==> config.mk <==
export PLATFORM = sky130hd
export DESIGN_NAME = epoch_priority_task_scheduler_top
export DESIGN_NICKNAME = d
export VERILOG_FILES = /design/src/hw/rtl/epts_pkg.sv /design/src/hw/rtl/epts_datapath.sv /design/src/hw/rtl/epts_ctrl.sv /design/src/hw/rtl/epoch_priority_task_scheduler_top.sv
export VERILOG_INCLUDE_DIRS = /design/src /design/src/hw/rtl
export SDC_FILE = /design/constraint.sdc
export NUM_CORES = 2
export LEC_CHECK = 0
export BUFFER_PORTS_ARGS = -buffer_cell sky130_fd_sc_hd__buf_2
export CORE_UTILIZATION = 50
export DETAILED_ROUTE_END_ITERATION = 8
export PLACE_DENSITY_LB_ADDON = 0.05
export SLEW_MARGIN = 25
export SYNTH_ARGS = -nofsm -noshare
export SYNTH_HDL_FRONTEND = slang
export SYNTH_SLANG_ARGS = --single-unit
==> constraint.sdc <==
create_clock -name clk_i -period 9 [get_ports clk_i]
set_input_delay 0.45 -clock clk_i [delete_from_list [all_inputs] [get_ports clk_i]]
set_output_delay 0.45 -clock clk_i [all_outputs]
set_load 0.05 [all_outputs]
==> src/hw/rtl/epoch_priority_task_scheduler_top_defines.svh <==
// assertion macros shared by the scheduler rtl
`ifndef EPOCH_PRIORITY_TASK_SCHEDULER_TOP_DEFINES_SVH
`define EPOCH_PRIORITY_TASK_SCHEDULER_TOP_DEFINES_SVH

// property must hold at every rising clock edge out of reset
`define EPTS_ASSERT(lbl, prop, msg) \
  lbl: assert property (@(posedge clk_i) disable iff (!rst_ni) prop) else $error(msg);

// condition must never be seen out of reset
`define EPTS_ASSERT_NEVER(lbl, cond, msg) \
  lbl: assert property (@(posedge clk_i) disable iff (!rst_ni) !(cond)) else $error(msg);

`endif

==> src/hw/rtl/epts_pkg.sv <==
// types and constants of the task scheduler
package epts_pkg;

  localparam int unsigned NUM_SLOTS_DEF = 64;
  localparam int unsigned PRIO_BITS_DEF = 8;

  localparam int unsigned OPCODE_W    = 2;
  localparam int unsigned PRIO_REQ_W  = 8;
  localparam int unsigned STATUS_W    = 2;
  localparam int unsigned ID_W        = 6;
  localparam int unsigned S_TDATA_W   = 8;
  localparam int unsigned S_TUSER_W   = 2;
  localparam int unsigned M_FIELDS_W  = 17;
  localparam int unsigned M_TDATA_W   = 24;

  typedef enum logic [OPCODE_W-1:0] {
    OP_CREATE = 2'd0,
    OP_TICK   = 2'd1,
    OP_YIELD  = 2'd2,
    OP_EXIT   = 2'd3
  } opcode_e;

  typedef enum logic [STATUS_W-1:0] {
    STATUS_OK     = 2'd0,
    STATUS_FULL   = 2'd1,
    STATUS_NO_RUN = 2'd2
  } status_e;

  typedef enum logic [3:0] {
    ST_IDLE,
    ST_FIND,
    ST_TICK_RD,
    ST_TICK_CHK,
    ST_CLEAR_RUN,
    ST_SCAN,
    ST_EVAL,
    ST_RECALC,
    ST_DONE
  } state_e;

  // controller to datapath
  typedef struct packed {
    logic load;
    logic find_step;
    logic create_wr;
    logic tick_wr;
    logic zero_run;
    logic exit_clr;
    logic scan_run;
    logic recalc;
    logic commit;
    logic go_idle;
  } dp_cmd_t;

  // datapath to controller
  typedef struct packed {
    logic full;
    logic count_zero;
    logic run_present;
    logic free_hit;
    logic credit_gt1;
    logic scan_last;
    logic best_found;
  } dp_stat_t;

endpackage

==> src/hw/rtl/epts_datapath.sv <==
// slot table, credit and priority memories, scan and pick logic
`include "epoch_priority_task_scheduler_top_defines.svh"

module epts_datapath #(
  parameter int unsigned NUM_SLOTS = epts_pkg::NUM_SLOTS_DEF,
  parameter int unsigned PRIO_BITS = epts_pkg::PRIO_BITS_DEF,
  localparam int unsigned SlotW    = $clog2(NUM_SLOTS)
) (
  input  logic                            clk_i,
  input  logic                            rst_ni,
  input  epts_pkg::dp_cmd_t               cmd_i,
  input  logic [epts_pkg::PRIO_REQ_W-1:0] prio_req_i,
  output epts_pkg::dp_stat_t              stat_o,
  output logic [SlotW-1:0]                new_id_o,
  output logic [SlotW-1:0]                running_id_o,
  output logic                            running_valid_o
);
  import epts_pkg::*;

  localparam int unsigned CredW = PRIO_BITS + 1;
  localparam int unsigned CntW  = $clog2(NUM_SLOTS + 1);
  localparam int unsigned CmpW  = (PRIO_BITS > PRIO_REQ_W) ? PRIO_BITS : PRIO_REQ_W;
  localparam logic [CmpW-1:0]  PrioMaxExt = CmpW'({PRIO_BITS{1'b1}});
  localparam logic [SlotW-1:0] LastSlot   = SlotW'(NUM_SLOTS - 1);

  // memories
  logic [CredW-1:0]     credit_mem [NUM_SLOTS];
  logic [PRIO_BITS-1:0] base_mem   [NUM_SLOTS];

  // control state
  logic [NUM_SLOTS-1:0] used_q;
  logic [CntW-1:0]      count_q;
  logic [SlotW-1:0]     running_q;
  logic                 present_q;
  logic [SlotW-1:0]     idx_q;
  logic                 issued_all_q;
  logic                 rd_vld_q;
  logic [SlotW-1:0]     rd_idx_q;
  logic                 best_found_q;

  // payload
  logic [PRIO_BITS-1:0] prio_q;
  logic [SlotW-1:0]     new_id_q;
  logic [CredW-1:0]     best_q;
  logic [SlotW-1:0]     best_idx_q;
  logic [CredW-1:0]     rd_credit_q;
  logic [PRIO_BITS-1:0] rd_base_q;

  logic [CmpW-1:0]      req_ext;
  logic [PRIO_BITS-1:0] prio_sat;
  logic [SlotW-1:0]     rd_addr;
  logic [CredW-1:0]     recalc_val;
  logic [CredW-1:0]     cand_val;
  logic                 cand_used;
  logic                 cand_ok;
  logic                 first_issue;
  logic                 cr_we;
  logic [SlotW-1:0]     cr_waddr;
  logic [CredW-1:0]     cr_wdata;

  // saturate to the top priority, zero taken as one
  always_comb begin
    req_ext  = CmpW'(prio_req_i);
    prio_sat = (req_ext > PrioMaxExt) ? PRIO_BITS'(PrioMaxExt) : PRIO_BITS'(req_ext);
    if (prio_sat == '0) begin
      prio_sat = PRIO_BITS'(1);
    end
  end

  assign rd_addr     = cmd_i.scan_run ? idx_q : running_q;
  assign recalc_val  = CredW'(rd_credit_q >> 1) + CredW'(rd_base_q);
  assign cand_used   = used_q[rd_idx_q];
  assign cand_val    = cmd_i.recalc ? recalc_val : rd_credit_q;
  assign cand_ok     = rd_vld_q && cand_used && (cand_val > best_q);
  assign first_issue = cmd_i.scan_run && !issued_all_q && (idx_q == '0);

  // single credit write port
  always_comb begin
    cr_we    = 1'b0;
    cr_waddr = running_q;
    cr_wdata = '0;
    if (cmd_i.create_wr) begin
      cr_we    = 1'b1;
      cr_waddr = idx_q;
    end else if (cmd_i.tick_wr) begin
      cr_we    = 1'b1;
      cr_wdata = stat_o.credit_gt1 ? (rd_credit_q - CredW'(1)) : '0;
    end else if (cmd_i.zero_run || cmd_i.exit_clr) begin
      cr_we    = 1'b1;
    end else if (cmd_i.recalc && rd_vld_q && cand_used) begin
      cr_we    = 1'b1;
      cr_waddr = rd_idx_q;
      cr_wdata = recalc_val;
    end
  end

  always_ff @(posedge clk_i) begin
    if (cr_we) begin
      credit_mem[cr_waddr] <= cr_wdata;
    end
    if (cmd_i.create_wr) begin
      base_mem[idx_q] <= prio_q;
    end
    rd_credit_q <= credit_mem[rd_addr];
    rd_base_q   <= base_mem[rd_addr];
  end

  always_ff @(posedge clk_i) begin
    if (cmd_i.load) begin
      prio_q   <= prio_sat;
      new_id_q <= '0;
    end else if (cmd_i.create_wr) begin
      new_id_q <= idx_q;
    end
    if (first_issue) begin
      best_q <= '0;
    end else if (cand_ok) begin
      best_q     <= cand_val;
      best_idx_q <= rd_idx_q;
    end
  end

  always_ff @(posedge clk_i or negedge rst_ni) begin
    if (!rst_ni) begin
      used_q       <= '0;
      count_q      <= '0;
      running_q    <= '0;
      present_q    <= 1'b0;
      idx_q        <= '0;
      issued_all_q <= 1'b0;
      rd_vld_q     <= 1'b0;
      rd_idx_q     <= '0;
      best_found_q <= 1'b0;
    end else begin
      if (cmd_i.create_wr) begin
        used_q[idx_q] <= 1'b1;
        count_q       <= count_q + CntW'(1);
      end
      if (cmd_i.exit_clr) begin
        used_q[running_q] <= 1'b0;
        count_q           <= count_q - CntW'(1);
      end

      if (cmd_i.exit_clr || cmd_i.go_idle) begin
        running_q <= '0;
        present_q <= 1'b0;
      end else if (cmd_i.commit) begin
        running_q <= best_idx_q;
        present_q <= 1'b1;
      end

      // slot walk: one read issued a cycle, compared the cycle after
      if (cmd_i.scan_run) begin
        rd_vld_q <= !issued_all_q;
        rd_idx_q <= idx_q;
        if (!issued_all_q) begin
          if (idx_q == LastSlot) begin
            issued_all_q <= 1'b1;
          end else begin
            idx_q <= idx_q + SlotW'(1);
          end
        end
      end else begin
        rd_vld_q     <= 1'b0;
        issued_all_q <= 1'b0;
        if (cmd_i.find_step) begin
          idx_q <= idx_q + SlotW'(1);
        end else begin
          idx_q <= '0;
        end
      end

      if (first_issue) begin
        best_found_q <= 1'b0;
      end else if (cand_ok) begin
        best_found_q <= 1'b1;
      end
    end
  end

  always_comb begin
    stat_o.full        = (count_q == CntW'(NUM_SLOTS));
    stat_o.count_zero  = (count_q == '0);
    stat_o.run_present = present_q;
    stat_o.free_hit    = !used_q[idx_q];
    stat_o.credit_gt1  = (rd_credit_q > CredW'(1));
    stat_o.scan_last   = rd_vld_q && (rd_idx_q == LastSlot);
    stat_o.best_found  = best_found_q;
  end

  assign new_id_o        = new_id_q;
  assign running_id_o    = running_q;
  assign running_valid_o = present_q;

  `EPTS_ASSERT(a_count_matches_used, ($countones(used_q) == int'(count_q)), "task count off")
  `EPTS_ASSERT(a_running_is_used, present_q |-> used_q[running_q], "running slot not in use")
  `EPTS_ASSERT(a_commit_has_pick, cmd_i.commit |-> best_found_q, "commit without a pick")

endmodule

==> src/hw/rtl/epts_ctrl.sv <==
// sequencer for create, tick, yield, exit and the scheduling passes
`include "epoch_priority_task_scheduler_top_defines.svh"

module epts_ctrl (
  input  logic                clk_i,
  input  logic                rst_ni,
  input  logic                s_valid_i,
  input  epts_pkg::opcode_e   s_opcode_i,
  output logic                s_ready_o,
  input  logic                out_free_i,
  output logic                out_load_o,
  input  epts_pkg::dp_stat_t  stat_i,
  output epts_pkg::dp_cmd_t   cmd_o,
  output epts_pkg::status_e   status_o,
  output logic                switched_o,
  output logic                recalc_o
);
  import epts_pkg::*;

  state_e  state_q, state_d;
  opcode_e op_q, op_d;
  status_e status_q, status_d;
  logic    sw_q, sw_d;
  logic    recalc_q, recalc_d;

  always_ff @(posedge clk_i or negedge rst_ni) begin
    if (!rst_ni) begin
      state_q  <= ST_IDLE;
      op_q     <= OP_CREATE;
      status_q <= STATUS_OK;
      sw_q     <= 1'b0;
      recalc_q <= 1'b0;
    end else begin
      state_q  <= state_d;
      op_q     <= op_d;
      status_q <= status_d;
      sw_q     <= sw_d;
      recalc_q <= recalc_d;
    end
  end

  always_comb begin
    state_d    = state_q;
    op_d       = op_q;
    status_d   = status_q;
    sw_d       = sw_q;
    recalc_d   = recalc_q;
    cmd_o      = '0;
    s_ready_o  = 1'b0;
    out_load_o = 1'b0;
    case (state_q)
      ST_IDLE: begin
        s_ready_o = 1'b1;
        if (s_valid_i) begin
          cmd_o.load = 1'b1;
          op_d       = s_opcode_i;
          status_d   = STATUS_OK;
          sw_d       = 1'b0;
          recalc_d   = 1'b0;
          case (s_opcode_i)
            OP_CREATE: begin
              if (stat_i.full) begin
                status_d = STATUS_FULL;
                state_d  = ST_DONE;
              end else begin
                state_d  = ST_FIND;
              end
            end
            OP_TICK: begin
              state_d = stat_i.run_present ? ST_TICK_RD : ST_SCAN;
            end
            OP_YIELD: begin
              state_d = stat_i.run_present ? ST_CLEAR_RUN : ST_SCAN;
            end
            OP_EXIT: begin
              if (stat_i.run_present) begin
                state_d  = ST_CLEAR_RUN;
              end else begin
                status_d = STATUS_NO_RUN;
                state_d  = ST_DONE;
              end
            end
            default: begin
              state_d = ST_DONE;
            end
          endcase
        end
      end
      ST_FIND: begin
        cmd_o.find_step = 1'b1;
        if (stat_i.free_hit) begin
          cmd_o.create_wr = 1'b1;
          state_d         = ST_DONE;
        end
      end
      ST_TICK_RD: begin
        state_d = ST_TICK_CHK;
      end
      ST_TICK_CHK: begin
        cmd_o.tick_wr = 1'b1;
        state_d       = stat_i.credit_gt1 ? ST_DONE : ST_SCAN;
      end
      ST_CLEAR_RUN: begin
        if (op_q == OP_EXIT) begin
          cmd_o.exit_clr = 1'b1;
        end else begin
          cmd_o.zero_run = 1'b1;
        end
        state_d = ST_SCAN;
      end
      ST_SCAN: begin
        cmd_o.scan_run = 1'b1;
        if (stat_i.scan_last) begin
          state_d = ST_EVAL;
        end
      end
      ST_RECALC: begin
        cmd_o.scan_run = 1'b1;
        cmd_o.recalc   = 1'b1;
        if (stat_i.scan_last) begin
          state_d = ST_EVAL;
        end
      end
      ST_EVAL: begin
        if (stat_i.best_found) begin
          cmd_o.commit = 1'b1;
          sw_d         = 1'b1;
          state_d      = ST_DONE;
        end else if (!recalc_q && !stat_i.count_zero) begin
          recalc_d = 1'b1;
          state_d  = ST_RECALC;
        end else begin
          cmd_o.go_idle = 1'b1;
          state_d       = ST_DONE;
        end
      end
      ST_DONE: begin
        if (out_free_i) begin
          out_load_o = 1'b1;
          state_d    = ST_IDLE;
        end
      end
      default: begin
        state_d = ST_IDLE;
      end
    endcase
  end

  assign status_o   = status_q;
  assign switched_o = sw_q;
  assign recalc_o   = recalc_q;

  `EPTS_ASSERT(a_recalc_always_picks, (state_q == ST_EVAL && recalc_q) |-> stat_i.best_found, "no pick after recalc")
  `EPTS_ASSERT_NEVER(a_find_when_full, (state_q == ST_FIND) && stat_i.full, "free slot search on full table")
  `EPTS_ASSERT(a_clear_needs_running, (state_q == ST_CLEAR_RUN) |-> stat_i.run_present, "clear without running task")

endmodule

==> src/hw/rtl/epoch_priority_task_scheduler_top.sv <==
// top level of the epoch priority task scheduler
// paths from the accepting cycle: refused create or idle exit straight to the result,
// create by a free slot search, tick without preemption by a credit read and write,
//   reschedule a slot walk, with recalculation a second, one slot read a cycle on each walk
// throughput: one item at a time, the next taken while the result waits in the output register
// reset: slot table, task count and running task cleared at once, no clearing pass
module epoch_priority_task_scheduler_top #(
  parameter int unsigned NUM_SLOTS = epts_pkg::NUM_SLOTS_DEF,
  parameter int unsigned PRIO_BITS = epts_pkg::PRIO_BITS_DEF
) (
  input  logic                           clk_i,
  input  logic                           rst_ni,
  input  logic                           s_axis_tvalid,
  output logic                           s_axis_tready,
  input  logic [epts_pkg::S_TDATA_W-1:0] s_axis_tdata,  // priority_req[7:0]
  input  logic [epts_pkg::S_TUSER_W-1:0] s_axis_tuser,  // opcode[1:0]
  output logic                           m_axis_tvalid,
  input  logic                           m_axis_tready,
  // status[1:0], new_task_id[7:2], running_id[13:8], running_valid[14],
  // switched[15], recalculated[16], zero fill above
  output logic [epts_pkg::M_TDATA_W-1:0] m_axis_tdata
);
  import epts_pkg::*;

  localparam int unsigned SlotW = $clog2(NUM_SLOTS);

  dp_cmd_t          cmd;
  dp_stat_t         stat;
  status_e          status;
  logic             switched;
  logic             recalc;
  logic             out_load;
  logic             out_free;
  logic [SlotW-1:0] new_id;
  logic [SlotW-1:0] running_id;
  logic             running_valid;

  // result register, parts the result side from the sequencer
  logic                  m_valid_q;
  logic [M_TDATA_W-1:0]  m_data_q;
  logic [M_FIELDS_W-1:0] out_fields;

  epts_ctrl u_ctrl (
    .clk_i      (clk_i),
    .rst_ni     (rst_ni),
    .s_valid_i  (s_axis_tvalid),
    .s_opcode_i (opcode_e'(s_axis_tuser)),
    .s_ready_o  (s_axis_tready),
    .out_free_i (out_free),
    .out_load_o (out_load),
    .stat_i     (stat),
    .cmd_o      (cmd),
    .status_o   (status),
    .switched_o (switched),
    .recalc_o   (recalc)
  );

  epts_datapath #(
    .NUM_SLOTS (NUM_SLOTS),
    .PRIO_BITS (PRIO_BITS)
  ) u_datapath (
    .clk_i           (clk_i),
    .rst_ni          (rst_ni),
    .cmd_i           (cmd),
    .prio_req_i      (s_axis_tdata),
    .stat_o          (stat),
    .new_id_o        (new_id),
    .running_id_o    (running_id),
    .running_valid_o (running_valid)
  );

  // result slot is free when empty or being drained this cycle
  assign out_free = !m_valid_q || m_axis_tready;

  // ids are reported in the fixed result field width
  assign out_fields = {recalc, switched, running_valid, ID_W'(running_id), ID_W'(new_id),
                       status};

  always_ff @(posedge clk_i or negedge rst_ni) begin
    if (!rst_ni) begin
      m_valid_q <= 1'b0;
    end else if (out_load) begin
      m_valid_q <= 1'b1;
    end else if (m_axis_tready) begin
      m_valid_q <= 1'b0;
    end
  end

  always_ff @(posedge clk_i) begin
    if (out_load) begin
      m_data_q <= M_TDATA_W'(out_fields);
    end
  end

  assign m_axis_tvalid = m_valid_q;
  assign m_axis_tdata  = m_data_q;

endmodule
==> flow_summary.toml <==
[logic_synthesis]
ys_types = 79
synth_top_family_by_area = "multiplexers"
avgSynthCellArea_sq_um = 17.8
synthTopCellsByArea = "edfxtp_1, mux4_2, dfrtp_1"
postSynthCellCount = 2875
ys.flop_type = "edfxtp_1"
synth-async-reset-ratio = 0.0829
ys_warn_count = 0
synth_edf_count = 1119
synth_top_area_frac = 0.657
synth_top_area_cell = "edfxtp_1"
synth_adder_area_share = 0.00836
netlist_area_sq_um = 51200
synth_compound_area_frac = 0.0562
ys_seq_area_frac = 0.720
synth_xor_area_frac = 0.00377
synth_seq_cells = 1255
yosys.area_share.simple = 0.0542
synth.mux.area_fraction = 0.138

[critical_path]
r2r-end = "u_datapath.credit_mem[15][8]"
cp.required_ns = 9.38
crit_buf_inv = 1
path_max_fanout = 60
cp_slowest_cell = "dfrtp_1"
cp-end-kind = "register"
timing.rr.start = "u_datapath.idx_q[0]"
crit_family = "compound AO/OA/AOI/OAI gates"
cpPeakStageDelay_ns = 1.07
crit_type = "register to register"
cp_cell_sequence = "nand3_1 > o2111ai_1 > a211oi_2 > nand2_4 > buf_6 > a221oi_1 > o211ai_1 > nor2_1"
cp.arrival_ns = 5.95
crit_path_start_kind = "register"
rr_worst_depth = 8
reg2reg_slack_ns = 3.43

[cells_and_area]
area_delta_synth_final_pct = 14.2
layout.nets = 3026
fill_cells = 7572
diodes = 0
layout-drive-gt1-share = 0.246

[grt]
first_global_vias = 28500
antenna_found_initial = 1
grt_pass1_wl_um = 196000
grt_usage = 0.264
overflow = 0
grt_start_max_net_pins = 118

[floorplan]
core_sq_um = 101000
rows = 116
io_pins = 40
die_h_um = 322
die_area_sq_um = 104000
die_w_um = 322
initial_core_util = 0.508

[clock_tree]
cts_sinks = 1255
clock_path_buffers = 3
h-tree-depth = 4
cts_tree = "built"
insertion_delay_ns = 0.75
ctsRootBufferMaster = "clkbuf_16"
clk_pin_slew_ns = 0.06
post_cts_resized = 0
cts_buffers = 135

[placement]
portBuffers = 32
hpwl_um = 83200
routabilityCongestion = 0.927

[timing]
rsz0062_at_grt = "false"
slew_headroom = 0.263
holdWs_ns = 0.0690
fin_crit_sh = 0.618
worst_pin_slew_ns = 1.10
max_freq_mhz = 180
tns_ns = 0
hold_viol_final = 0
slew_viol_final = 0
setup_viol = 0
clock_skew_ns = 0.0244
fin_crit_ns = 5.57

[routing]
drc = 0
dr.pass1.iters = 5
vias_per_cell = 6.23
drt-wirelength-per-cell_um = 30.0
wirelength_um = 133000
vias = 27700
ant_nets = 0
first_iter_violations = 2974

[worst_hold_path]
hold_end = "m_axis_tvalid"
worstHoldStart = "m_axis_tready"
hold_depth = 3
min_path_type = "input port to register"

[outcome]
status = "finished clean"

[power_and_ir_drop]
power_leakage_nw = 17.6
finalPower_mw = 11.8
max-vdd-ir-drop_v = 0.000265
p_per_area_nw_per_um2 = 201

[flow_run]
maxCapViolCount = 0
## logic make-up (layout without fill, tap and decap cells)
kind of cell | count (synthesis) | after routing
fa+ha+maj | 33 | 33
xor+xnor | 22 | 22
compound gates | 412 | 412
mux | 336 | 336
simple gates | 583 | 583
flops | 1255 | 1255
buf+inv | 233 | 440
other cells | 1 | 7
## per-layer routing
metal,share of wire,vias to the layer above,track usage
met5,0.000098,-,0
li1,-,11800,-
met2,0.47,1071,0.411
met4,0.028,2,0.0852
met3,0.071,215,0.0533
met1,0.43,14600,0.377
## how the worst max path moves through the flow
stage	startpoint	endpoint	slack, ns	depth (start not counted)
after floorplan	u_datapath.rd_credit_q[1]	u_datapath.credit_mem[0][0]	4.41	7
after global placement	u_datapath.rd_idx_q[0]	u_datapath.credit_mem[22][1]	3.15	10
after detailed placement	u_datapath.idx_q[0]	u_datapath.credit_mem[36][2]	3.05	8
after CTS	u_datapath.idx_q[0]	u_datapath.credit_mem[36][5]	3.05	8
after global routing	u_datapath.idx_q[0]	u_datapath.credit_mem[12][1]	3.22	8
final	u_datapath.idx_q[0]	u_datapath.credit_mem[15][8]	3.43	8
## placed cells by master (no fill, tap or decap), types with 29 or more instances in the layout
cell type / instances
mux4_2: 293
o21ai_0: 39
ha_1: 31
nor2_1: 102
a2bb2oi_1: 41
a31oi_1: 40
a21oi_1: 82
nor3_1: 47
mux2i_1: 29
a211oi_1: 87
nand2_1: 202
clkbuf_16: 136
dfxtp_1: 32
edfxtp_1: 1119
buf_4: 99
and2_1: 71
a311oi_1: 34
buf_2: 31
inv_1: 37
dfrtp_1: 102
## where the power goes
| part | switching, mW | internal, mW |
|---|---|---|
| registers | 0.0000000000000000218 | 6.25 |
| clock network | 2.31 | 3.18 |
| logic | 0.0211 | 0.00698 |
| total | 2.33 | 9.44 |
## worst register-to-register path, cell delays in order, from the launching register on
cell and delay [ns]:
dfrtp_1 1.07, nand3_1 0.88, o2111ai_1 0.61, a211oi_2 0.25, nand2_4 0.13, buf_6 0.65, a221oi_1 0.29, o211ai_1 0.86
nor2_1 0.46
## layout make-up
class	instances	area, sq um	area share
Sequential cell	1255	36800	0.630
Multi-Input combinational cell	1393	14100	0.242
Clock buffer	169	3580	0.0612
Tap cell	1357	1700	0.0290
Timing Repair Buffer	153	1210	0.0206
Clock inverter	77	848	0.0145
Inverter	41	154	0.00263
## sequential cells by signal (all words and copies together), names as in the netlist, 6 cells and up
register,count
u_datapath.count_q,7
u_datapath.rd_base_q,8
u_datapath.credit_mem,576
u_datapath.best_q,9
u_datapath.base_mem,512
u_datapath.running_id_o,6
u_datapath.used_q,64
m_axis_tdata,17
u_datapath.idx_q,6
u_datapath.prio_q,8
u_datapath.new_id_o,6
u_datapath.best_idx_q,6
u_datapath.rd_idx_q,6
u_datapath.rd_credit_q,9
## per-stage QoR
stage               cell area (sq um)  utilization  std cells  worst slack, ns
finish                          58500        0.580       4445             3.43
global route                    58500        0.580       4445             3.22
CTS                             58300        0.578       4439             3.05
detailed placement              53700        0.534       4184             3.05
global placement                53700        0.533       4184             3.15
floorplan                       51200            -       2881             4.41
## synthesized netlist by cell type, types with 9 or more instances
cell type  count
o22ai_1       10
nor2b_1       16
ha_1          31
xnor2_1       16
nand2_1      203
nor2_1       113
mux4_2       293
mux2i_1       31
buf_2         52
buf_4          9
a2bb2oi_1     41
dfxtp_1       32
clkbuf_1     107
nand2b_1      12
o21ai_0       41
nor3_1        72
buf_1         23
edfxtp_1    1119
inv_1         37
nand3_1       18
and2_1        71
a21oi_1       85
a311oi_1      34
a211oi_1      88
nor4_1        38
dfrtp_1      104
a31oi_1       40
## what timing repair did
action | in CTS | in global routing
hold buffers | 9 | 0
buffers inserted | 0 | 0
hold endpoints to repair | 30 | 0
No activity file was read; power rests on OpenSTA's default activity.
